==> src/design/dcc_pkg.sv <==
// ----------------------------------------------------------------------------
// dcc_pkg: shared types for the distinct color collector
// Request codes and the token that travels down the row of compare cells.
// ----------------------------------------------------------------------------
package dcc_pkg;

    // Request codes
    typedef enum logic [1:0] {
        REQ_START = 2'd0,
        REQ_PIXEL = 2'd1,
        REQ_READ  = 2'd2,
        REQ_NONE  = 2'd3
    } req_type_t;

    localparam int COLOR_W = 24;
    localparam int RIDX_W  = 8;

    // Token handed from cell to cell; the entry index travels beside it
    typedef struct packed {
        logic               vld;
        req_type_t          kind;
        logic [COLOR_W-1:0] color;
        logic [RIDX_W-1:0]  ridx;
        logic               hit;
        logic               added;
        logic [COLOR_W-1:0] rgb;
    } dcc_tok_t;

endpackage

==> src/design/dcc_cell.sv <==
// ----------------------------------------------------------------------------
// dcc_cell: one table entry of the color collector
// Holds one color and its valid flag, and updates the token passing through:
// match, append into the first free entry, read-out or clear.
// ----------------------------------------------------------------------------
module dcc_cell
    import dcc_pkg::*;
#(
    parameter int IDX_W   = 8,
    parameter int CELL_ID = 0
) (
    input  logic             clk,
    input  logic             rst_n,
    input  logic             advance,
    input  dcc_tok_t         tok_in,
    input  logic [IDX_W-1:0] idx_in,
    output dcc_tok_t         tok_out,
    output logic [IDX_W-1:0] idx_out
);

    localparam int CMP_W = (IDX_W > RIDX_W) ? IDX_W : RIDX_W;

    logic               valid_reg, valid_next;
    logic [COLOR_W-1:0] color_reg, color_next;
    dcc_tok_t           tok_reg, tok_next;
    logic [IDX_W-1:0]   idx_reg, idx_next;
    logic               ridx_match;

    assign ridx_match = (CMP_W'(tok_in.ridx) == CMP_W'(CELL_ID));

    // Token processing against the stored entry
    always_comb
    begin
        tok_next   = tok_in;
        idx_next   = idx_in;
        valid_next = valid_reg;
        color_next = color_reg;
        if (tok_in.vld)
        begin
            unique case (tok_in.kind)
                REQ_START:
                begin
                    valid_next = 1'b0;
                end
                REQ_PIXEL:
                begin
                    if (!tok_in.hit && !tok_in.added)
                    begin
                        if (valid_reg)
                        begin
                            if (color_reg == tok_in.color)
                            begin
                                tok_next.hit = 1'b1;
                                idx_next     = IDX_W'(CELL_ID);
                            end
                        end
                        else
                        begin
                            // first free entry: append here
                            tok_next.added = 1'b1;
                            idx_next       = IDX_W'(CELL_ID);
                            valid_next     = 1'b1;
                            color_next     = tok_in.color;
                        end
                    end
                end
                REQ_READ:
                begin
                    if (valid_reg && ridx_match)
                    begin
                        tok_next.rgb = color_reg;
                    end
                end
                default:
                begin
                end
            endcase
        end
    end

    // Control state and token
    always_ff @(posedge clk or negedge rst_n)
    begin
        if (!rst_n)
        begin
            valid_reg <= 1'b0;
            tok_reg   <= '0;
        end
        else if (advance)
        begin
            valid_reg <= valid_next;
            tok_reg   <= tok_next;
        end
    end

    // Payload
    always_ff @(posedge clk)
    begin
        if (advance)
        begin
            color_reg <= color_next;
            idx_reg   <= idx_next;
        end
    end

    assign tok_out = tok_reg;
    assign idx_out = idx_reg;

endmodule

==> config.mk <==
export PLATFORM = sky130hd
export DESIGN_NAME = dcc_cell
export DESIGN_NICKNAME = d
export VERILOG_FILES = /design/src/design/dcc_pkg.sv /design/src/design/dcc_cell.sv
export SDC_FILE = /design/constraint.sdc
export NUM_CORES = 1
export LEC_CHECK = 0
export ABC_AREA = 1
export BUFFER_PORTS_ARGS = -buffer_cell sky130_fd_sc_hd__clkbuf_2
export CAP_MARGIN = 40
export CORE_ASPECT_RATIO = 0.9
export CORE_MARGIN = 4
export CORE_UTILIZATION = 45
export CTS_BUF_LIST = sky130_fd_sc_hd__clkbuf_16
export DETAILED_ROUTE_END_ITERATION = 8
export PLACE_DENSITY_LB_ADDON = 0.1
export SLEW_MARGIN = 20
export SYNTH_ARGS = -nofsm -noshare
export SYNTH_HDL_FRONTEND = slang
export SYNTH_SLANG_ARGS = --single-unit
==> constraint.sdc <==
create_clock -name clk -period 2.7 [get_ports clk]
set_input_delay 0.27 -clock clk [delete_from_list [all_inputs] [get_ports clk]]
set_output_delay 0.27 -clock clk [all_outputs]
set_load 0.1 [all_outputs]
==> results.md <==
- Register area share after synthesis: 0.6222
- Die span in x: 107.8 um
- Final period util: 0.6174
- DR iter-0 viols: 135
- # rows: 32
- Crit path DAT: 1.75 ns
- Routed WL per cell: 13.38 um
- Seq cells post-synth: 94
- Final global-route overflow total: 0
- Final net count: 658
- Vias in the first global route: 3219
- IO Count: 141
- Worst R2R Start: color_reg[14]$_DFFE_PP_
- Crit path max fanout: 8
- Number of fill cells: 801
- Reg clk slew, reported paths: 0.06 ns
- Final hold violations: 0
- Die span in y: 97.86 um
- Hold WC Path Type: in2reg
- Largest net degree at the start of global routing: 51
- Critical Path Max Stage Delay: 0.41 ns
- Crit start category: flip-flop
- First-pass GRT wire length: 15550 um
- Clock H-tree levels: 3
- Fin. max-slew vios: 0
- Via density per instance: 4.655
- Root Driver: clkbuf_16
- Final critical-path required period: 1.667 ns
- Clock skew: 0.006947 ns
- Pwr Density: 757.7 nW/um^2
- Highest clock rate: 0.5999 GHz
- Status: finished clean
- TritonCTS clock tree: yes
- Drt pass-1 iters: 4
- Crit end category: flip-flop
- Area occupied by multi-input gates: 1256 sq um
- Compound-Gate Fraction of Synth Area: 0.07065
- Ratio of cells with drive above 1 in the final layout: 0.2792
- Crit-path slowest cell: edfxtp_1
- Antenna violations before repair: 0
- Worst hold start: tok_in[55]
- Antenna viol nets, final: 0
- Post-layout power: 3.947 mW
- Critical path cell sequence: xnor2_1, nand2_1, nor2_1, nand2_1, nor2_1, nand3_1, nand2_1, nor2_1
- Post-synthesis area per instance: 9.094 sq um
- Max reg flops: 61
- CTS Buf Count: 9
- Slew HR: 0.6217
- Die Area: 10550 sq um
- Routed vias: 3305
- RSZ-0062 raised after global routing: false
- Post-synthesis mux area share: 0
- Largest family of logic cells by synthesized area: simple AND/OR/NAND/NOR gates
- Ant. Diodes: 0
- Mapped Cells: 444
- Residual DRC: 0
- Net Count, Synth: 516
- Clock sink count: 94
- Peak VDD IR: 0.3848 mV
- Setup_tns: 0 ns
- Final setup fails: 0
- Total GRT Usage: 0.1866
- Max Cap Viol: 0
- Post-Synth Simple-Gate Area: 0.2002
- Synth unique cells: 19
- Reg area: 2512 sq um
- Worst Setup SP: color_reg[14]$_DFFE_PP_
- HPWL after DPL: 6952 um
- Maximum clock path buffer count: 2
- Clock Latency Late Sink: 0.34 ns
- Slew @ Worst Pin: 0.5699 ns
- Port-buffer cells: 140
- Post-Synth XOR/XNOR Area: 0.03905
- Critical path required time: 2.78 ns
- Initial cell density of the core: 0.4669
- DRT Wirelength: 9501 um
- Placeable Area: 8648 sq um
- CP Class: reg2reg
- Reg2reg setup slack: 1.03 ns
- Pleak: 2.751 nW
- Layout area overhead: 29.01%
- Placer Congestion: 0.7626
- Post-synthesis adder-cell area fraction: 0
- Synthesized area: 4038 sq um
- Ys Warns: 0
cell usage after synthesis, drive strengths merged:
master | count | share of area
a21oi | 27 | 0.033
buf | 11 | 0.017
clkbuf | 7 | 0.0065
dfrtp | 62 | 0.38
edfxtp | 32 | 0.24
inv | 48 | 0.045
nand2 | 172 | 0.16
nand3 | 3 | 0.0037
nand4 | 2 | 0.0031
nor2 | 26 | 0.024
nor3 | 4 | 0.0062
nor4 | 1 | 0.0016
o21ai | 30 | 0.037
or2 | 1 | 0.0016
xnor2 | 18 | 0.039
layer usage:
metal	GRT usage	part of all wire
met3	0.05221	0.060
met4	0.04854	0.010
met1	0.2451	0.43
met2	0.3064	0.49
met5	0	0
stage by stage:
stage / instance area [sq um] / cells / util / hold slack (ns) / worst slack (ns)
2_1_floorplan: 4038 / 444 / - / -0.02559 / 0.4088
3_3_place_gp: 4843 / 691 / 0.5600 / 0.4254 / 0.8856
3_5_place_dp: 4863 / 692 / 0.5624 / 0.1315 / 0.8037
4_1_cts: 5181 / 709 / 0.5991 / 0.1381 / 0.9322
5_1_grt: 5209 / 710 / 0.6023 / 0.1368 / 0.8003
6_report: 5209 / 710 / 0.6023 / 0.1506 / 1.033
critical path, delay by kind of cell (launching register included):
family / cells / cell delay [ns]
DFF: 1 / 0.41
and+or+nand+nor: 7 / 0.80
xor gates and xnor gates: 1 / 0.19
report_power, final:
group	switching [mW]	total [mW]	internal, mW
logic	0.851	1.02	0.164
registers	0.0517	1.62	1.57
clock network	0.511	1.31	0.798
cells in the final DEF, fill, tap and decap left out:
master	Yosys	layout
nand2_1	172	171
clkbuf_2	0	139
dfrtp_1	62	62
inv_1	48	50
edfxtp_1	32	32
a21oi_1	27	27
nor2_1	26	25
o21ai_1	20	20
xnor2_1	18	18
o21ai_0	10	10
clkbuf_16	0	9
buf_4	0	6
nor3_1	3	3
nand3_1	3	3
nand4_1	2	2
bufinv_16	0	2
or2_2	1	1
inv_2	0	1
nor2_2	0	1
nor3_2	1	1
nand2_2	0	1
nor4_1	1	1
clkinv_1	0	1
clkinvlp_4	0	1
dlygate4sd3_1	0	1
buf_2	3	1
buf_16	0	1
buf_12	0	1
layout make-up:
cell class / instances / area share
clock buffer: 9 / 0.04324
clock inverter: 7 / 0.01585
inverter: 48 / 0.03459
multi-input combinational: 284 / 0.2412
sequential: 94 / 0.4823
tap: 119 / 0.02859
timing repair buffer: 149 / 0.1542
path summary, 6_finish.rpt:
kind                                                end  depth (start not counted)
worst max register to register     idx_out[5]$_DFFE_PP_                          8
worst min register to register  tok_out[48]$_DFFE_PN0P_                          2
max in group asynchronous       tok_out[12]$_DFFE_PN0P_                          4
worst max-delay path               idx_out[5]$_DFFE_PP_                          8
min in group asynchronous       tok_out[19]$_DFFE_PN0P_                          2
worst min-delay path            color_reg[21]$_DFFE_PP_                          1
cells by family after synthesis:
kind of cell / Yosys count
compound gates: 57
flops: 94
simple gates: 209
xor+xnor: 18
buf+inv: 66
timing repair:
action,4_1_cts,5_1_grt
hold buffers,1,0
endpoints found under the hold margin,6,0
gates resized for setup,0,0
buffers inserted,0,0
Note: power is estimated with default switching activity, not from simulation.
